===== src/sv/hscc_pkg.sv =====
package hscc_pkg;

    // default width of the pulse, window, period and speed counters
    localparam int COUNT_WIDTH_DEF = 16;

    // configuration port geometry
    localparam int CFG_IDX_W  = 3;
    localparam int CFG_DATA_W = 16;
    localparam int CFG_CNT_W  = 16;
    localparam int DUTY_W     = 8;
    localparam int STEP_W     = 4;
    localparam int CMD_W      = 8;

    // register indexes
    localparam logic [CFG_IDX_W-1:0] REG_MEASURE_WINDOW = 3'd0;
    localparam logic [CFG_IDX_W-1:0] REG_CONTROL_PERIOD = 3'd1;
    localparam logic [CFG_IDX_W-1:0] REG_RESTART_DUTY   = 3'd2;
    localparam logic [CFG_IDX_W-1:0] REG_DUTY_FLOOR     = 3'd3;
    localparam logic [CFG_IDX_W-1:0] REG_DUTY_CEILING   = 3'd4;
    localparam logic [CFG_IDX_W-1:0] REG_SPEED_UP_STEP  = 3'd5;
    localparam logic [CFG_IDX_W-1:0] REG_SLOW_DOWN_STEP = 3'd6;
    localparam logic [CFG_IDX_W-1:0] REG_MANUAL_DUTY    = 3'd7;

    // register reset values
    localparam logic [CFG_CNT_W-1:0] MEASURE_WINDOW_RST = 16'd25000;
    localparam logic [CFG_CNT_W-1:0] CONTROL_PERIOD_RST = 16'd25000;
    localparam logic [DUTY_W-1:0]    RESTART_DUTY_RST   = 8'd230;
    localparam logic [DUTY_W-1:0]    DUTY_FLOOR_RST     = 8'd4;
    localparam logic [DUTY_W-1:0]    DUTY_CEILING_RST   = 8'd240;
    localparam logic [STEP_W-1:0]    SPEED_UP_STEP_RST  = 4'd3;
    localparam logic [STEP_W-1:0]    SLOW_DOWN_STEP_RST = 4'd2;
    localparam logic [DUTY_W-1:0]    MANUAL_DUTY_RST    = 8'd150;

    // command codes
    localparam logic [CMD_W-1:0] CMD_OFF     = 8'd240;
    localparam logic [CMD_W-1:0] CMD_REVERSE = 8'd254;
    localparam logic [CMD_W-1:0] CMD_FORWARD = 8'd253;

    typedef enum logic [1:0] {
        ACT_NONE    = 2'd0,
        ACT_OFF     = 2'd1,
        ACT_REVERSE = 2'd2,
        ACT_FORWARD = 2'd3
    } action_t;

    typedef enum logic [1:0] {
        PH_WAIT = 2'd0,
        PH_CTRL = 2'd1,
        PH_RECV = 2'd2
    } phase_t;

    typedef struct packed {
        logic [CFG_CNT_W-1:0] measure_window;
        logic [CFG_CNT_W-1:0] control_period;
        logic [DUTY_W-1:0]    restart_duty;
        logic [DUTY_W-1:0]    duty_floor;
        logic [DUTY_W-1:0]    duty_ceiling;
        logic [STEP_W-1:0]    speed_up_step;
        logic [STEP_W-1:0]    slow_down_step;
        logic [DUTY_W-1:0]    manual_duty;
    } cfg_t;

    typedef struct packed {
        action_t           motor_action;
        logic [DUTY_W-1:0] motor_duty;
        logic              report_valid;
        logic [7:0]        speed_report;
    } result_t;

endpackage


===== src/sv/hscc_if.sv =====
interface hscc_tick_if;
    import hscc_pkg::*;

    logic             valid;
    logic             ready;
    logic             hall_level;
    logic             cmd_valid;
    logic [CMD_W-1:0] cmd_byte;

    modport source (output valid, hall_level, cmd_valid, cmd_byte, input ready);
    modport sink   (input valid, hall_level, cmd_valid, cmd_byte, output ready);
endinterface

interface hscc_result_if;
    import hscc_pkg::*;

    logic              valid;
    logic              ready;
    logic [1:0]        motor_action;
    logic [DUTY_W-1:0] motor_duty;
    logic              report_valid;
    logic [7:0]        speed_report;

    modport source (output valid, motor_action, motor_duty, report_valid, speed_report,
                    input ready);
    modport sink   (input valid, motor_action, motor_duty, report_valid, speed_report,
                    output ready);
endinterface


===== src/sv/hscc_cfg_regs.sv =====
module hscc_cfg_regs (
    input  logic                             clk,
    input  logic                             rst_n,
    input  logic                             wr_en,
    input  logic [hscc_pkg::CFG_IDX_W-1:0]   wr_index,
    input  logic [hscc_pkg::CFG_DATA_W-1:0]  wr_data,
    output hscc_pkg::cfg_t                   cfg
);
    import hscc_pkg::*;

    cfg_t cfg_reg;
    cfg_t cfg_next;

    always_comb
    begin
        cfg_next = cfg_reg;
        if (wr_en)
        begin
            case (wr_index)
                REG_MEASURE_WINDOW: cfg_next.measure_window = wr_data;
                REG_CONTROL_PERIOD: cfg_next.control_period = wr_data;
                REG_RESTART_DUTY:   cfg_next.restart_duty   = wr_data[DUTY_W-1:0];
                REG_DUTY_FLOOR:     cfg_next.duty_floor     = wr_data[DUTY_W-1:0];
                REG_DUTY_CEILING:   cfg_next.duty_ceiling   = wr_data[DUTY_W-1:0];
                REG_SPEED_UP_STEP:  cfg_next.speed_up_step  = wr_data[STEP_W-1:0];
                REG_SLOW_DOWN_STEP: cfg_next.slow_down_step = wr_data[STEP_W-1:0];
                REG_MANUAL_DUTY:    cfg_next.manual_duty    = wr_data[DUTY_W-1:0];
                default:            cfg_next = cfg_reg;
            endcase
        end
    end

    always_ff @(posedge clk or negedge rst_n)
    begin
        if (!rst_n)
        begin
            cfg_reg.measure_window <= MEASURE_WINDOW_RST;
            cfg_reg.control_period <= CONTROL_PERIOD_RST;
            cfg_reg.restart_duty   <= RESTART_DUTY_RST;
            cfg_reg.duty_floor     <= DUTY_FLOOR_RST;
            cfg_reg.duty_ceiling   <= DUTY_CEILING_RST;
            cfg_reg.speed_up_step  <= SPEED_UP_STEP_RST;
            cfg_reg.slow_down_step <= SLOW_DOWN_STEP_RST;
            cfg_reg.manual_duty    <= MANUAL_DUTY_RST;
        end
        else
        begin
            cfg_reg <= cfg_next;
        end
    end

    assign cfg = cfg_reg;

endmodule


===== src/sv/hscc_speed_meter.sv =====
module hscc_speed_meter #(
    parameter int COUNT_WIDTH = hscc_pkg::COUNT_WIDTH_DEF
) (
    input  logic                            clk,
    input  logic                            rst_n,
    input  logic                            step,
    input  logic                            hall_level,
    input  logic [hscc_pkg::CFG_CNT_W-1:0]  measure_window,
    output logic [COUNT_WIDTH-1:0]          speed_now
);
    import hscc_pkg::*;

    localparam int CMP_W = (COUNT_WIDTH > CFG_CNT_W) ? COUNT_WIDTH : CFG_CNT_W;
    localparam logic [COUNT_WIDTH-1:0] CNT_MAX = '1;

    logic                   hall_was_high_reg, hall_was_high_next;
    logic [COUNT_WIDTH-1:0] pulse_count_reg, pulse_count_next;
    logic [COUNT_WIDTH-1:0] window_count_reg, window_count_next;
    logic                   window_due_reg, window_due_next;
    logic [COUNT_WIDTH-1:0] speed_reg, speed_next;
    logic [COUNT_WIDTH-1:0] pulse_edge;

    always_comb
    begin
        // falling edge of the hall level, saturating
        pulse_edge = pulse_count_reg;
        if (!hall_level && hall_was_high_reg && pulse_count_reg != CNT_MAX)
        begin
            pulse_edge = pulse_count_reg + 1'b1;
        end

        hall_was_high_next = hall_was_high_reg;
        pulse_count_next   = pulse_count_reg;
        window_count_next  = window_count_reg;
        window_due_next    = window_due_reg;
        speed_next         = speed_reg;

        if (step)
        begin
            hall_was_high_next = hall_level;
            if (!window_due_reg)
            begin
                pulse_count_next = pulse_edge;
                if (CMP_W'(window_count_reg) < CMP_W'(measure_window)
                    && window_count_reg != CNT_MAX)
                begin
                    window_count_next = window_count_reg + 1'b1;
                end
                else
                begin
                    window_due_next = 1'b1;
                end
            end
            else
            begin
                speed_next        = pulse_edge;
                pulse_count_next  = '0;
                window_count_next = '0;
                window_due_next   = 1'b0;
            end
        end
    end

    always_ff @(posedge clk or negedge rst_n)
    begin
        if (!rst_n)
        begin
            hall_was_high_reg <= 1'b0;
            pulse_count_reg   <= '0;
            window_count_reg  <= '0;
            window_due_reg    <= 1'b0;
            speed_reg         <= '0;
        end
        else
        begin
            hall_was_high_reg <= hall_was_high_next;
            pulse_count_reg   <= pulse_count_next;
            window_count_reg  <= window_count_next;
            window_due_reg    <= window_due_next;
            speed_reg         <= speed_next;
        end
    end

    // the drive step of the same tick sees the freshly latched speed
    assign speed_now = window_due_reg ? pulse_edge : speed_reg;

endmodule


===== src/sv/hscc_drive_ctrl.sv =====
module hscc_drive_ctrl #(
    parameter int COUNT_WIDTH = hscc_pkg::COUNT_WIDTH_DEF
) (
    input  logic                        clk,
    input  logic                        rst_n,
    input  logic                        step,
    input  logic                        cmd_valid,
    input  logic [hscc_pkg::CMD_W-1:0]  cmd_byte,
    input  hscc_pkg::cfg_t              cfg,
    input  logic [COUNT_WIDTH-1:0]      speed_now,
    output hscc_pkg::result_t           res
);
    import hscc_pkg::*;

    localparam int CMP_W = (COUNT_WIDTH > CFG_CNT_W) ? COUNT_WIDTH : CFG_CNT_W;
    localparam logic [COUNT_WIDTH-1:0] CNT_MAX = '1;

    phase_t                 phase_reg, phase_next;
    logic [COUNT_WIDTH-1:0] period_count_reg, period_count_next;
    logic [CMD_W-1:0]       held_cmd_reg, held_cmd_next;
    logic [DUTY_W-1:0]      duty_reg, duty_next;

    logic [COUNT_WIDTH-1:0] target;
    logic [DUTY_W-1:0]      clamped;
    logic [DUTY_W-1:0]      stepped;
    logic [DUTY_W:0]        slow_sum;
    logic [DUTY_W-1:0]      up_step;

    // duty path of a closed-loop control step
    always_comb
    begin
        target   = COUNT_WIDTH'(held_cmd_reg[CMD_W-1:2]);
        up_step  = DUTY_W'(cfg.speed_up_step);
        if (duty_reg < cfg.duty_floor)
        begin
            clamped = cfg.duty_floor;
        end
        else if (duty_reg > cfg.duty_ceiling)
        begin
            clamped = cfg.duty_ceiling;
        end
        else
        begin
            clamped = duty_reg;
        end
        slow_sum = {1'b0, clamped} + (DUTY_W+1)'(cfg.slow_down_step);
        if (target > speed_now)
        begin
            stepped = (clamped > up_step) ? clamped - up_step : '0;
        end
        else if (target < speed_now)
        begin
            stepped = slow_sum[DUTY_W] ? '1 : slow_sum[DUTY_W-1:0];
        end
        else
        begin
            stepped = clamped;
        end
    end

    always_comb
    begin
        phase_next        = phase_reg;
        period_count_next = period_count_reg;
        held_cmd_next     = held_cmd_reg;
        duty_next         = duty_reg;
        res.motor_action  = ACT_NONE;
        res.motor_duty    = '0;
        res.report_valid  = 1'b0;
        res.speed_report  = '0;

        if (step)
        begin
            case (phase_reg)
                PH_WAIT:
                begin
                    if (CMP_W'(period_count_reg) < CMP_W'(cfg.control_period)
                        && period_count_reg != CNT_MAX)
                    begin
                        period_count_next = period_count_reg + 1'b1;
                    end
                    else
                    begin
                        phase_next = PH_CTRL;
                    end
                    if (cmd_valid)
                    begin
                        held_cmd_next = cmd_byte;
                        phase_next    = PH_RECV;
                    end
                end
                PH_CTRL:
                begin
                    phase_next = PH_WAIT;
                    if (held_cmd_reg inside {CMD_OFF, CMD_REVERSE, CMD_FORWARD})
                    begin
                        period_count_next = '0;
                        held_cmd_next     = '0;
                        duty_next         = cfg.restart_duty;
                        if (held_cmd_reg == CMD_OFF)
                        begin
                            res.motor_action = ACT_OFF;
                        end
                        else
                        begin
                            res.motor_action = (held_cmd_reg == CMD_REVERSE)
                                               ? ACT_REVERSE : ACT_FORWARD;
                            res.motor_duty   = cfg.manual_duty;
                        end
                    end
                    else
                    begin
                        duty_next         = stepped;
                        period_count_next = '0;
                        res.motor_action  = ACT_FORWARD;
                        res.motor_duty    = stepped;
                        res.report_valid  = 1'b1;
                        res.speed_report  = {speed_now[5:0], 2'b00};
                    end
                end
                default:
                begin
                    phase_next = PH_WAIT;
                end
            endcase
        end
    end

    always_ff @(posedge clk or negedge rst_n)
    begin
        if (!rst_n)
        begin
            phase_reg        <= PH_WAIT;
            period_count_reg <= '0;
            held_cmd_reg     <= '0;
            duty_reg         <= RESTART_DUTY_RST;
        end
        else
        begin
            phase_reg        <= phase_next;
            period_count_reg <= period_count_next;
            held_cmd_reg     <= held_cmd_next;
            duty_reg         <= duty_next;
        end
    end

endmodule


===== src/sv/hall_speed_cruise_controller.sv =====
// timing: a result is registered and appears on the result channel in the cycle after its tick transaction
// throughput: one tick transaction per cycle; the result register frees itself on the
//   same edge it is read, so a stalled result holds off new ticks only while it waits
// reset: rst_n clears all counters, the drive phase and the held command, sets the
//   duty to 230 and loads every configuration register with its default value
module hall_speed_cruise_controller #(
    parameter int COUNT_WIDTH = hscc_pkg::COUNT_WIDTH_DEF
) (
    input  logic                            clk,
    input  logic                            rst_n,
    hscc_tick_if.sink                       tick,
    hscc_result_if.source                   result,
    input  logic                            wr_en,
    input  logic [hscc_pkg::CFG_IDX_W-1:0]  wr_index,
    input  logic [hscc_pkg::CFG_DATA_W-1:0] wr_data
);
    import hscc_pkg::*;

    cfg_t                   cfg;
    result_t                res;
    result_t                res_reg;
    logic                   out_valid_reg, out_valid_next;
    logic                   step;
    logic [COUNT_WIDTH-1:0] speed_now;

    // a tick is taken whenever the result register is empty or being drained
    assign tick.ready = !out_valid_reg || result.ready;
    assign step       = tick.valid && tick.ready;

    hscc_cfg_regs u_cfg (
        .clk      (clk),
        .rst_n    (rst_n),
        .wr_en    (wr_en),
        .wr_index (wr_index),
        .wr_data  (wr_data),
        .cfg      (cfg)
    );

    // falling-edge pulse counter and measure window
    hscc_speed_meter #(
        .COUNT_WIDTH (COUNT_WIDTH)
    ) u_meter (
        .clk            (clk),
        .rst_n          (rst_n),
        .step           (step),
        .hall_level     (tick.hall_level),
        .measure_window (cfg.measure_window),
        .speed_now      (speed_now)
    );

    // control period, command handling and duty stepping
    hscc_drive_ctrl #(
        .COUNT_WIDTH (COUNT_WIDTH)
    ) u_drive (
        .clk       (clk),
        .rst_n     (rst_n),
        .step      (step),
        .cmd_valid (tick.cmd_valid),
        .cmd_byte  (tick.cmd_byte),
        .cfg       (cfg),
        .speed_now (speed_now),
        .res       (res)
    );

    // result register
    always_comb
    begin
        if (step)
        begin
            out_valid_next = 1'b1;
        end
        else if (result.ready)
        begin
            out_valid_next = 1'b0;
        end
        else
        begin
            out_valid_next = out_valid_reg;
        end
    end

    always_ff @(posedge clk or negedge rst_n)
    begin
        if (!rst_n)
        begin
            out_valid_reg <= 1'b0;
        end
        else
        begin
            out_valid_reg <= out_valid_next;
        end
    end

    // payload only, no reset needed
    always_ff @(posedge clk)
    begin
        if (step)
        begin
            res_reg <= res;
        end
    end

    assign result.valid        = out_valid_reg;
    assign result.motor_action = res_reg.motor_action;
    assign result.motor_duty   = res_reg.motor_duty;
    assign result.report_valid = res_reg.report_valid;
    assign result.speed_report = res_reg.speed_report;

    // every accepted tick leaves a result waiting in the next cycle
    a_tick_gives_result: assert property (
        @(posedge clk) disable iff (!rst_n)
        step |=> out_valid_reg
    ) else $error("tick transaction produced no result");

    // speed reports come only with a closed-loop forward step
    a_report_is_forward: assert property (
        @(posedge clk) disable iff (!rst_n)
        (out_valid_reg && res_reg.report_valid) |-> (res_reg.motor_action == ACT_FORWARD)
    ) else $error("speed report without forward action");

    // no duty with action none or off, no report value without a report
    a_unused_fields_zero: assert property (
        @(posedge clk) disable iff (!rst_n)
        out_valid_reg |->
            ((res_reg.motor_action == ACT_FORWARD || res_reg.motor_action == ACT_REVERSE
              || res_reg.motor_duty == '0)
             && (res_reg.report_valid || res_reg.speed_report == '0))
    ) else $error("unused result field not zero");

endmodule

===== src/flat_wrapper.sv =====
// flat-port wrapper written by rule: the top's interface ports become plain ports
module hall_speed_cruise_controller_flat import hscc_pkg::*;
#(
    parameter int COUNT_WIDTH = hscc_pkg::COUNT_WIDTH_DEF
)
  (clk, rst_n, wr_en, wr_index, wr_data, tick_valid, tick_hall_level, tick_cmd_valid, tick_cmd_byte, tick_ready, result_valid, result_motor_action, result_motor_duty, result_report_valid, result_speed_report, result_ready);
  hscc_tick_if tick_i ();
  hscc_result_if result_i ();
  input  logic clk;
  input  logic rst_n;
  input  logic wr_en;
  input  logic [hscc_pkg::CFG_IDX_W-1:0] wr_index;
  input  logic [hscc_pkg::CFG_DATA_W-1:0] wr_data;
  input wire logic [$bits(tick_i.valid)-1:0] tick_valid;
  input wire logic [$bits(tick_i.hall_level)-1:0] tick_hall_level;
  input wire logic [$bits(tick_i.cmd_valid)-1:0] tick_cmd_valid;
  input wire logic [$bits(tick_i.cmd_byte)-1:0] tick_cmd_byte;
  output wire logic [$bits(tick_i.ready)-1:0] tick_ready;
  output wire logic [$bits(result_i.valid)-1:0] result_valid;
  output wire logic [$bits(result_i.motor_action)-1:0] result_motor_action;
  output wire logic [$bits(result_i.motor_duty)-1:0] result_motor_duty;
  output wire logic [$bits(result_i.report_valid)-1:0] result_report_valid;
  output wire logic [$bits(result_i.speed_report)-1:0] result_speed_report;
  input wire logic [$bits(result_i.ready)-1:0] result_ready;
  assign tick_i.valid = tick_valid;
  assign tick_i.hall_level = tick_hall_level;
  assign tick_i.cmd_valid = tick_cmd_valid;
  assign tick_i.cmd_byte = tick_cmd_byte;
  assign tick_ready = tick_i.ready;
  assign result_valid = result_i.valid;
  assign result_motor_action = result_i.motor_action;
  assign result_motor_duty = result_i.motor_duty;
  assign result_report_valid = result_i.report_valid;
  assign result_speed_report = result_i.speed_report;
  assign result_i.ready = result_ready;
  hall_speed_cruise_controller #(.COUNT_WIDTH(COUNT_WIDTH)) u_core (.clk(clk), .rst_n(rst_n), .tick(tick_i), .result(result_i), .wr_en(wr_en), .wr_index(wr_index), .wr_data(wr_data));
endmodule

===== config.mk =====
export PLATFORM = sky130hd
export DESIGN_NAME = hall_speed_cruise_controller_flat
export DESIGN_NICKNAME = d
export VERILOG_FILES = /design/src/sv/hscc_pkg.sv /design/src/sv/hscc_if.sv /design/src/sv/hscc_cfg_regs.sv /design/src/sv/hscc_speed_meter.sv /design/src/sv/hscc_drive_ctrl.sv /design/src/sv/hall_speed_cruise_controller.sv /design/src/flat_wrapper.sv
export SDC_FILE = /design/constraint.sdc
export NUM_CORES = 1
export LEC_CHECK = 0
export BUFFER_PORTS_ARGS = -buffer_cell sky130_fd_sc_hd__buf_2
export CORE_MARGIN = 2
export CORE_UTILIZATION = 60
export DETAILED_ROUTE_END_ITERATION = 10
export HOLD_SLACK_MARGIN = 0.12
export PLACE_DENSITY = 0.78
export SYNTH_ARGS = -nofsm -noshare
export SYNTH_HDL_FRONTEND = slang
export SYNTH_SLANG_ARGS = --single-unit

===== constraint.sdc =====
create_clock -name clk -period 4.71 [get_ports clk]
set_clock_uncertainty 0.1 [all_clocks]
set_input_delay 0.942 -clock clk [delete_from_list [all_inputs] [get_ports clk]]
set_output_delay 0.942 -clock clk [all_outputs]
set_load 0.02 [all_outputs]

Word level (Yosys, flattened, before mapping):

Index checks and enable logic that the tools add are counted.

* register bits after elaboration: 176
* input port bits: 34
* output and inout port bits: 21
* word-level logic and storage cells: 111

* add/sub/neg operators: 5
* magnitude comparators: 7
* equality and inequality tests: 18
* multiplexer cells: 29
* bitwise operators: 1
* reduce and logical (&&, ||, !) cells: 28

Operators by type and width (number)
* two-way mux 16 bit: 6
* two-way mux 8 bit: 10
* adder 16 x 1 -> 16 bit, second input constant: 3
* != test 16 bit, second input constant: 3
* less-than comparator 16 bit: 2
* case mux 16 bit (2 select lines): 1
* equality test 8 bit, second input constant: 3
* AND reduction 2 bit: 11
* greater-than comparator 6 x 16 -> 1 bit: 1
* less-than comparator 6 x 16 -> 1 bit: 1
* case mux 8 bit (2 select lines): 1
* equality test 3 bit, second input constant: 4
* two-way mux 10 bit: 1
* adder 8 x 4 -> 9 bit: 1
* two-way mux 9 bit: 1
* greater-than comparator 8 x 4 -> 1 bit: 1
* greater-than comparator 8 bit: 1
* less-than comparator 8 bit: 1
* two-way mux 2 bit: 4
* subtractor 8 x 4 -> 8 bit: 1
* equality test 3 x 2 -> 1 bit, second input constant: 2
* != test 2 bit, second input constant: 3
* nonzero test 2 bit: 3
* logical AND 1 bit: 5
* 13 further kinds: 18

Depth between registers and ports, before layout:

Gate-level depths: netlist of run 1.

* word-level depth: 9
* mapped depth: 21
* mapped depth without buffers: 19

By module:

Synthesis of run 1 repeated with hierarchy kept, for this count alone.

* cells, all modules: 1082
* area, all modules: 10650.2 um^2

By module, submodules not included
* hscc_drive_ctrl: instances 1, cells each 493, area an instance 3782.4 um^2, seq. area each 857.1 um^2
* hscc_speed_meter: instances 1, cells each 405, area an instance 3392.0 um^2, seq. area each 1251.2 um^2
* hscc_cfg_regs: instances 1, cells each 161, area an instance 2851.5 um^2, seq. area each 1838.0 um^2
* hall_speed_cruise_controller: instances 1, cells each 23, area an instance 624.3 um^2, seq. area each 595.6 um^2

Worst setup path before layout of run 1:

Ideal clock, no wire load.

* path type: reg2reg
* start: register u_core.u_cfg.cfg_reg, in the netlist u_core.u_cfg.cfg[21]
* end: register u_core.res_reg, in the netlist u_core.result.motor_duty[2] (data pin)
* setup time: 0.147 ns
* arrival time: 3.971 ns
* data required time: 4.463 ns
* setup slack: 0.492 ns
* stages on the path, launching flop included: 20
* path buffers: 0
* clock period less this slack: 4.218 ns
* path through: dfstp_2 inv_1 ha_1 a211o_1 a21oi_1 nor2_1 nor2_1 mux2i_1 a21oi_1 inv_1 ha_1 fa_1 inv_1 a21o_1 a21oi_1 a41oi_1 nor3_1 a211oi_1 o221ai_1 a21oi_1

* cells in the longest elaborated chain, start to end: 8
* elaborated cells between the ends (all ways): 11
* those cells by class: add/sub: 2; order compare: 2; mux: 7

Ends and longest elaborated chain
* from (decl): RTL line hscc_cfg_regs.sv:11 `cfg_t cfg_reg;`
* from (signal assigned): RTL line hscc_cfg_regs.sv:48 `cfg_reg <= cfg_next;`
* greater-than comparator 8 bit: RTL line hscc_drive_ctrl.sv:38 `else if (duty_reg > cfg.duty_ceiling)`
* two-way mux 8 bit *: RTL line hscc_drive_ctrl.sv:38
* two-way mux 8 bit *: RTL line hscc_drive_ctrl.sv:34 `if (duty_reg < cfg.duty_floor)`
* adder 8 x 4 -> 9 bit: RTL line hscc_drive_ctrl.sv:46 `slow_sum = {1'b0, clamped} + (DUTY_W+1)'(cfg.slow_down_step);`
* two-way mux 8 bit: RTL line hscc_drive_ctrl.sv:53 `stepped = slow_sum[DUTY_W] ? '1 : slow_sum[DUTY_W-1:0];`
* two-way mux 8 bit: RTL line hscc_drive_ctrl.sv:51 `else if (target < speed_now)`
* two-way mux 8 bit *: RTL line hscc_drive_ctrl.sv:47 `if (target > speed_now)`
* two-way mux 10 bit *: RTL line hscc_drive_ctrl.sv:95 `if (held_cmd_reg inside {CMD_OFF, CMD_REVERSE, CMD_FORWARD})`
* to (signal assigned): RTL line hall_speed_cruise_controller.sv:99 `res_reg <= res;`
* to (decl): RTL line hall_speed_cruise_controller.sv:21 `result_t res_reg;`

Every way passes the cells marked *; elsewhere a longest branch is shown, timed or not.
A chain may end at the register's enable or synchronous reset.

Worst setup path in the final report of run 1:

* start: register u_core.u_meter.pulse_count_reg[0]
* end: register u_core.res_reg, in the netlist u_core.result.motor_duty[4] (data pin)

* cells in the longest elaborated chain, start to end: 8
* elaborated cells between the ends (all ways): 10
* those cells by class: add/sub: 1; order compare: 2; eq/ne: 1; mux: 5; reduce/logical: 1

Ends and longest elaborated chain
* from (decl): RTL line hscc_speed_meter.sv:17 `logic [COUNT_WIDTH-1:0] pulse_count_reg, pulse_count_next;`
* from (signal assigned): RTL line hscc_speed_meter.sv:77 `pulse_count_reg <= pulse_count_next;`
* branches (longest 2 deep; another with adder 16 x 1 -> 16 bit)
* two-way mux 16 bit *: RTL line hscc_speed_meter.sv:27 `if (!hall_level && hall_was_high_reg && pulse_count_reg != CNT_MAX)`
* two-way mux 16 bit *
* less-than comparator 6 x 16 -> 1 bit: RTL line hscc_drive_ctrl.sv:51
* two-way mux 8 bit: RTL line hscc_drive_ctrl.sv:51
* two-way mux 8 bit *: RTL line hscc_drive_ctrl.sv:47
* two-way mux 10 bit *: RTL line hscc_drive_ctrl.sv:95

Mark *: on every way between the ends.

==> results of run 1 <==
-- metal layers --
| metal | vias up | GRT usage | routed length, um |
|---|---|---|---|
| li1 | 4029 | - | - |
| met1 | 3993 | 0.4050 | 11320 |
| met2 | 267 | 0.4444 | 11330 |
| met3 | 42 | 0.04686 | 1333 |
| met4 | 0 | 0.09591 | 544 |
| met5 | - | 0 | 0 |
-- cell type report --
type / count / share of cell area
clock buffer: 19 / 0.04007
clock inverter: 13 / 0.01306
inverter: 64 / 0.02125
multi-input combinational: 806 / 0.4688
sequential: 174 / 0.3965
tap: 220 / 0.02435
timing repair buffer: 69 / 0.03598
-- cell usage after synthesis (13+ instances only) --
library cell	count
o31ai_1	16
edfxtp_1	17
xor2_1	14
or4_1	15
nand3_1	27
nor2_1	57
nand2b_1	22
nand2_1	138
ha_1	62
o21ai_0	100
a21o_1	25
mux2_2	37
and3_1	16
dfrtp_1	123
nand4_1	16
mux2i_1	14
inv_1	63
clkbuf_1	42
or3_1	13
dfstp_2	34
a21oi_1	73
nor3_1	14
-- cells by family after synthesis --
kind of cell             after synthesis  share of synthesized area
AO/OA/AOI/OAI                        297                     0.1791
XOR/XNOR                              22                    0.01891
adder cells (fa/ha/maj)               64                    0.08005
buffers and inverters                119                    0.04543
flip-flops                           174                     0.4398
multiplexers                          51                    0.05463
other                                  1                  0.0003680
AND/OR/NAND/NOR                      370                     0.1817
-- power by group through the flow --
| stage | combinational, mW | sequential [mW] | clock [mW] |
|---|---|---|---|
| after floorplan | 1.14 | 1.96 | 0 |
| after global placement | 1.46 | 2.00 | 0 |
| after detailed placement | 1.50 | 2.01 | 0 |
| after CTS | 1.53 | 1.99 | 1.46 |
| after global routing | 1.74 | 2.03 | 1.53 |
| final | 1.55 | 1.99 | 1.45 |
-- stage by stage --
| step | area [sq um] | std cells | util |
|---|---|---|---|
| floorplan | 10190 | 1099 | - |
| global placement | 10680 | 1333 | 0.6437 |
| detailed placement | 10680 | 1333 | 0.6437 |
| CTS | 11280 | 1365 | 0.6799 |
| global route | 11300 | 1365 | 0.6816 |
| finish | 11300 | 1365 | 0.6816 |
-- critical path, cell delays in order (launching register included) --
cell      delay [ns]
dfrtp_1         0.46
ha_1            0.22
nand3_1         0.14
nor2_2          0.31
a21o_1          0.34
mux2i_1         0.28
nor2_1          0.07
a21oi_1         0.29
ha_1            0.32
nor2b_1         0.14
nor3_1          0.12
o21ai_0         0.12
a21oi_1         0.17
nor3b_1         0.10
o21ai_1         0.38
mux2i_1         0.40
o32ai_2         0.12
a211oi_1        0.23
-- path summary, 6_finish.rpt --
check | start | end | slack, ns
setup / recovery | u_core.u_meter.pulse_count_reg[0] | u_core.result.motor_duty[4] | 0.22
hold / removal | u_core.u_meter.speed_reg[1] | u_core.u_meter.speed_reg[1] | 0.39
setup reg to reg | u_core.u_meter.pulse_count_reg[0] | u_core.result.motor_duty[4] | 0.22
hold reg to reg | u_core.u_meter.speed_reg[1] | u_core.u_meter.speed_reg[1] | 0.39
max in group asynchronous | rst_n | u_core.u_drive.duty_reg[2] | 3.08
min in group asynchronous | rst_n | u_core.u_cfg.cfg[44] | 0.51
==> impl_metrics.toml, run 1 <==
[layout]
n_antenna_cell = 0
syn_to_final_growth_pct = 10.91
layout_common_cells = "138 x nand2_1, 123 x dfrtp_1, 99 x o21ai_0"
final_common_cell = "nand2_1"
largest_reg_flops = 72
multiInputGateArea_sq_mm = 0.005299
seqCellArea_sq_mm = 0.004482
layout-drive-gt1-share = 0.1712
nNetsFinal = 1230
fillers = 1327

[timing]
timing.final.hold_violations = 0
layout_setup_ws_ns = 0.2188
fmax_ghz = 0.2227
hold_ws_ns = 0.3856
final.min_clock_period_ns = 4.491
relSlewSlack = 0.2467
tns_ns = 0
worst_pin_slew_ns = 1.125
slew_viol_final = 0
setup_violations = 0
period_share = 0.9535

[placed_design]
hpwl_um = 17090
gp_congestion = 0.9107
port_buffers = 52
place_ws_ns = 0.07031

[clock_network]
cts_tree = "yes"
root_buffer = "clkbuf_16"
clockBufferDepth = 2
cts_sinks = 174
postCtsSetupBuffers = 0
ctsHoldBuffers = 0
clk_pin_slew_ns = 0.07
htreeDepth = 4
clock_latency_ns = 0.44
ctsResizeCount = 0
numCtsBuffers = 17

[critical_path]
cp-end-kind = "register"
crit_fanout = 8
arrival_ns = 4.64
critPathKind = "register to register"
worstPathRequired_ns = 4.86
cp-start-kind = "register"
reg2regPathDepth = 17

[grt]
antenna_found_initial = 0
grt-ovfl-total = 0
track_usage = 0.2840
grt_max_degree = 102
grt_pass1_vias = 7982
grt_first_pass_wirelength_um = 40540

[hold_path]
hold_class = "register to register"
holdPathStages = 2

[logic_synthesis]
yosysWarnings = 0
yosys-top-cells-area = "dfrtp_1 30%, dfstp_2 8.8%, ha_1 7.6%"
synth_seq_area_share = 0.4398
synth-edff-count = 17
syn_area_sq_mm = 0.01019
synthCells = 1098
synthArstFlopShare = 0.9023
yosys_most_used_dff = "dfrtp_1"
synth_top_area_frac = 0.3020
ys_ff_latch = 174
yosysTopAreaCell = "dfrtp_1"
postSynthAreaPerCell_sq_um = 9.281
yosysUniqueCellTypes = 72

[floorplan]
pin_count = 55
row_count = 47
die-area_sq_mm = 0.01804
die_w_um = 134.3
start_util = 0.6145
die_h_um = 134.3
coreArea_sq_mm = 0.01658

[power]
combPwrFrac = 0.311
clkPwrFrac = 0.290
p_leak_nw = 5.047
power_mw = 4.987
internal_power_mw = 3.224
switching_share = 0.3534
power_density_mw_per_mm2 = 441.2
vdd_drop_max_mv = 0.3060
power_frac_seq = 0.399
power_switching_mw = 1.763

[route]
drt-total-wl_um = 24530
drc_errors = 0
ant_nets = 0
num_vias = 8331
wire_per_inst_um = 17.97
avgViaCountPerCell = 6.103
first_pass_iters = 5
drtIter0Drc = 695

[run_status]
outcome = "complete, no violations"

[run]
drv_cap = 0
Note: power is estimated with default switching activity, not from simulation.
==> run 2: changes to the inputs <==
--- a/config.mk
+++ b/config.mk
@@ -10,7 +10,8 @@
 export CORE_UTILIZATION = 60
 export DETAILED_ROUTE_END_ITERATION = 10
 export HOLD_SLACK_MARGIN = 0.12
-export PLACE_DENSITY = 0.78
+export PLACE_DENSITY = 0.81
+export REMOVE_ABC_BUFFERS = 1
 export SYNTH_ARGS = -nofsm -noshare
 export SYNTH_HDL_FRONTEND = slang
 export SYNTH_SLANG_ARGS = --single-unit
==> impl_metrics.toml, run 2 (synthesis gave the netlist of run 1 again) <==
[critical_path]
cp-end-kind = "register"
cp-start-kind = "register"
crit_fanout = 5
critPathKind = "register to register"
arrival_ns = 4.51
worstPathRequired_ns = 4.76

[clock_network]
numCtsBuffers = 17
cts_tree = "yes"
clockBufferDepth = 2
htreeDepth = 4
root_buffer = "clkbuf_16"
cts_sinks = 174
clk_pin_slew_ns = 0.07
ctsHoldBuffers = 0
clock_latency_ns = 0.43

[floorplan]
row_count = 47
die_h_um = 134.3
coreArea_sq_mm = 0.01658
start_util = 0.6145
pin_count = 55
die_w_um = 134.3
die-area_sq_mm = 0.01804

[route]
avgViaCountPerCell = 6.176
drc_errors = 0
first_pass_iters = 7
drt-total-wl_um = 24430
wire_per_inst_um = 17.87
num_vias = 8442
ant_nets = 0
drtIter0Drc = 750

[grt]
grt_max_degree = 105
track_usage = 0.2837
antenna_found_initial = 0
grt_first_pass_wirelength_um = 40640
grt-ovfl-total = 0
grt_pass1_vias = 8081

[power]
clkPwrFrac = 0.280
internal_power_mw = 3.235
combPwrFrac = 0.317
power_frac_seq = 0.402
power_mw = 4.962
power_density_mw_per_mm2 = 440.1
power_switching_mw = 1.727
p_leak_nw = 5.015
switching_share = 0.3481
vdd_drop_max_mv = 0.3140

[layout]
largest_reg_flops = 72
final_common_cell = "nand2_1"
nNetsFinal = 1232
layout-drive-gt1-share = 0.1683
layout_common_cells = "138 x nand2_1, 123 x dfrtp_1, 99 x o21ai_0"
syn_to_final_growth_pct = 10.63
n_antenna_cell = 0

[timing]
timing.final.hold_violations = 0
period_share = 0.9479
tns_ns = 0
slew_viol_final = 0
fmax_ghz = 0.2240
final.min_clock_period_ns = 4.465
relSlewSlack = 0.2110
worst_pin_slew_ns = 1.181
setup_violations = 0

[placed_design]
gp_congestion = 0.9455
port_buffers = 52
hpwl_um = 16910

[hold_path]
hold_class = "register to register"

[run]
drv_cap = 0

[run_status]
outcome = "complete, no violations"
## run 2: cell types whose count changed in the layout (fill, tap and decap cells not counted), sizes merged
cell | previous run | this run
clkinv | 6 | 7
bufinv | 1 | 2
clkinvlp | 0 | 5
inv | 70 | 64
clkbuf | 19 | 18
buf | 69 | 71
## run 2: routing by layer
metal  track usage  part of all wire  up-vias
met2        0.4629              0.48      251
met4       0.08480             0.018        0
li1              -                 -     4028
met1        0.3888              0.44     4122
met3       0.05329             0.056       41
met5             0                 0        -
## run 2: repair_timing
action                                  CTS  global route
buffers inserted                          0             1
resized for setup                         0             6
endpoints found under the setup margin    0            15
## run 2: final cells by class
class / count / area (sq um)
Tap cell: 220 / 275.3
Clock buffer: 18 / 429.2
Sequential cell: 174 / 4482
Timing Repair Buffer: 71 / 409.1
Inverter: 64 / 240.2
Fill cell: 1312 / 5309
Multi-Input combinational cell: 806 / 5294
Clock inverter: 14 / 145.1
## run 2: power groups by stage
stage	sequential (mW)	clock (mW)	combinational, mW
5_1_grt	2.03	1.46	1.77
4_1_cts	1.99	1.40	1.54
3_3_place_gp	2.00	0	1.44
2_1_floorplan	1.97	0	1.11
6_report	2.00	1.39	1.58
3_5_place_dp	2.01	0	1.51
## run 2: worst paths after layout
path	cells after the start	start	slack [ns]	end
setup / recovery	18	u_core.u_drive.duty_reg[1]	0.25	u_core.result.motor_duty[2]
hold / removal	2	u_core.u_meter.speed_reg[2]	0.38	u_core.u_meter.speed_reg[2]
setup reg to reg	18	u_core.u_drive.duty_reg[1]	0.25	u_core.result.motor_duty[2]
hold reg to reg	2	u_core.u_meter.speed_reg[2]	0.38	u_core.u_meter.speed_reg[2]
max in group asynchronous	2	rst_n	2.92	u_core.u_cfg.cfg[61]
min in group asynchronous	1	rst_n	0.53	u_core.u_cfg.cfg[46]
## run 2: through the flow
| stage | utilization | cells | instance area (sq um) | hold WS (ns) | setup WS (ns) |
|---|---|---|---|---|---|
| 6_report | 0.6799 | 1367 | 11270 | 0.3763 | 0.2455 |
| 2_1_floorplan | - | 1044 | 9972 | 0.3446 | 0.4840 |
| 3_5_place_dp | 0.6434 | 1334 | 10670 | 0.3665 | 0.1146 |
| 5_1_grt | 0.6799 | 1367 | 11270 | 0.4009 | -0.01730 |
| 3_3_place_gp | 0.6434 | 1334 | 10670 | 0.3577 | 0.2745 |
| 4_1_cts | 0.6781 | 1366 | 11240 | 0.3812 | 0.07399 |
## run 2: critical path: stages, from the launching register on
cell and delay [ns]:
dfstp_2 0.57, ha_1 0.25, nor2b_1 0.14, o211ai_1 0.33, a21oi_2 0.16, nor2_2 0.28, mux2i_1 0.26, a21oi_2 0.11
inv_1 0.08, ha_1 0.18, fa_1 0.22, inv_1 0.06, a21o_1 0.15, a21oi_1 0.22, a41oi_2 0.08, nor3_1 0.47
a211oi_1 0.15, o221ai_1 0.28, a21oi_1 0.10
==> run 3: changes to the inputs <==
--- a/config.mk
+++ b/config.mk
@@ -10,7 +10,7 @@
 export CORE_UTILIZATION = 60
 export DETAILED_ROUTE_END_ITERATION = 10
 export HOLD_SLACK_MARGIN = 0.12
-export PLACE_DENSITY = 0.81
+export PLACE_DENSITY_LB_ADDON = 0.08
 export REMOVE_ABC_BUFFERS = 1
 export SYNTH_ARGS = -nofsm -noshare
 export SYNTH_HDL_FRONTEND = slang
==> impl_metrics.toml, run 3 (synthesis gave the netlist of run 1 again) <==
[run]
drv_cap = 0

[clock_network]
numCtsBuffers = 17
cts_tree = "yes"
ctsHoldBuffers = 0
clockBufferDepth = 2
cts_sinks = 174
htreeDepth = 4
root_buffer = "clkbuf_16"
clk_pin_slew_ns = 0.07
clock_latency_ns = 0.43

[route]
num_vias = 8252
drt-total-wl_um = 24400
avgViaCountPerCell = 6.028
wire_per_inst_um = 17.82
ant_nets = 0
first_pass_iters = 5
drc_errors = 0
drtIter0Drc = 567

[timing]
worst_pin_slew_ns = 1.163
slew_viol_final = 0
fmax_ghz = 0.2312
tns_ns = 0
final.min_clock_period_ns = 4.325
timing.final.hold_violations = 0
rsz0062_at_grt = "false"
period_share = 0.9182
relSlewSlack = 0.2211
setup_violations = 0
hold_ws_ns = 0.3813

[hold_path]
hold_class = "register to register"
min_from = "u_core.u_meter.speed_reg[2]"
holdPathStages = 2
holdPathEnd = "u_core.u_meter.speed_reg[2]"

[critical_path]
critPathKind = "register to register"
r2r-start = "u_core.u_cfg.cfg[21]"
cp-start-kind = "register"
crit_fanout = 5
arrival_ns = 4.38
worstPathRequired_ns = 4.77
cp-end-kind = "register"
reg2reg_slack_ns = 0.39
reg2regPathDepth = 19
crit_chain = "inv_1 > ha_1 > a211o_1 > a21oi_1 > nor2_1 > nor2_2 > mux2i_1 > a21oi_2 > inv_1 > ha_1 > fa_1 > inv_1 > a21o_1 > a21oi_1 > a41oi_2 > nor3_2 > a211oi_1 > o221ai_1 > a21oi_1"
cp_slowest_stage_delay_ns = 0.53
cp_top_family = "compound AO/OA/AOI/OAI gates"
slowest_stage = "dfstp_2"
crit_buf_inv = 3
r2r_end = "u_core.result.motor_duty[2]"

[floorplan]
die_w_um = 134.3
die_h_um = 134.3
die-area_sq_mm = 0.01804
coreArea_sq_mm = 0.01658
row_count = 47
pin_count = 55
start_util = 0.6145

[power]
vdd_drop_max_mv = 0.2926
power_frac_seq = 0.401
combPwrFrac = 0.312
switching_share = 0.3437
power_switching_mw = 1.709
power_density_mw_per_mm2 = 439.3
clkPwrFrac = 0.287
p_leak_nw = 5.054
internal_power_mw = 3.265

[layout]
syn_to_final_growth_pct = 11.11
fillers = 1322
n_antenna_cell = 0
nNetsFinal = 1235
largest_reg_flops = 72
layout-drive-gt1-share = 0.1723
final_common_cell = "nand2_1"
layout_common_cells = "138 x nand2_1, 123 x dfrtp_1, 99 x o21ai_0"

[grt]
track_usage = 0.2809
grt_max_degree = 96
grt-ovfl-total = 0
antenna_found_initial = 0
grt_pass1_vias = 7706
grt_first_pass_wirelength_um = 40140

[placed_design]
port_buffers = 52
hpwl_um = 17350
gp_congestion = 0.9153

[run_status]
outcome = "complete, no violations"
run 3: what timing repair did:
| item | CTS | global route |
|---|---|---|
| endpoints found under the setup margin | 0 | 15 |
| setup buffers | 0 | 1 |
| gates resized for setup | 0 | 10 |
run 3: worst max-delay path by stage:
stage	startpoint	endpoint	slack (ns)	depth (start not counted)
floorplan	u_core.u_cfg.cfg[21]	u_core.result.motor_duty[2]	0.48	19
global placement	u_core.u_cfg.cfg[21]	u_core.result.motor_duty[3]	0.23	19
detailed placement	u_core.u_drive.duty_reg[4]	u_core.result.motor_duty[2]	0.13	18
CTS	u_core.u_drive.duty_reg[4]	u_core.result.motor_duty[2]	0.09	18
global route	u_core.u_cfg.cfg[21]	u_core.result.motor_duty[1]	0.06	19
finish	u_core.u_cfg.cfg[21]	u_core.result.motor_duty[2]	0.39	19
run 3: worst reg2reg max path, cell delays in order, from the launching register on:
cell and delay [ns]:
dfstp_2 0.53, inv_1 0.06, ha_1 0.29, a211o_1 0.26, a21oi_1 0.17, nor2_1 0.12, nor2_2 0.25, mux2i_1 0.26
a21oi_2 0.10, inv_1 0.06, ha_1 0.18, fa_1 0.22, inv_1 0.05, a21o_1 0.15, a21oi_1 0.31, a41oi_2 0.10
nor3_2 0.30, a211oi_1 0.13, o221ai_1 0.30, a21oi_1 0.11
run 3: metal layers:
layer | routed length (um) | share of wire | GRT usage
met4 | 392 | 0.016 | 0.08421
met3 | 1076 | 0.044 | 0.04044
met2 | 11470 | 0.47 | 0.4342
met1 | 11460 | 0.47 | 0.4139
met5 | 0 | 0 | 0
run 3: layout make-up:
class,count,area [sq um],share of cell area
multi-input cells,806,5308,0.4687
clock buffers,21,460.4,0.04066
inverters,64,240.2,0.02122
flip-flops and latches,174,4482,0.3958
repair buffers,74,431.7,0.03812
well taps,220,275.3,0.02431
clock inverters,10,126.4,0.01116
run 3: stage by stage:
stage / std cells / util / area [sq um] / setup slack [ns] / power [mW]
2_1_floorplan: 1044 / - / 9972 / 0.4840 / 3.079
3_3_place_gp: 1337 / 0.6448 / 10690 / 0.2306 / 3.469
3_5_place_dp: 1337 / 0.6448 / 10690 / 0.1322 / 3.511
4_1_cts: 1368 / 0.6802 / 11280 / 0.08969 / 4.953
5_1_grt: 1369 / 0.6828 / 11320 / 0.05609 / 5.275
6_report: 1369 / 0.6828 / 11320 / 0.3851 / 4.974
run 3: power by group through the flow:
| stage | clock [mW] | sequential, mW | combinational [mW] |
|---|---|---|---|
| after floorplan | 0 | 1.97 | 1.11 |
| after global placement | 0 | 2.00 | 1.47 |
| after detailed placement | 0 | 2.01 | 1.50 |
| after CTS | 1.45 | 1.99 | 1.52 |
| after global routing | 1.51 | 2.02 | 1.74 |
| final | 1.43 | 1.99 | 1.55 |
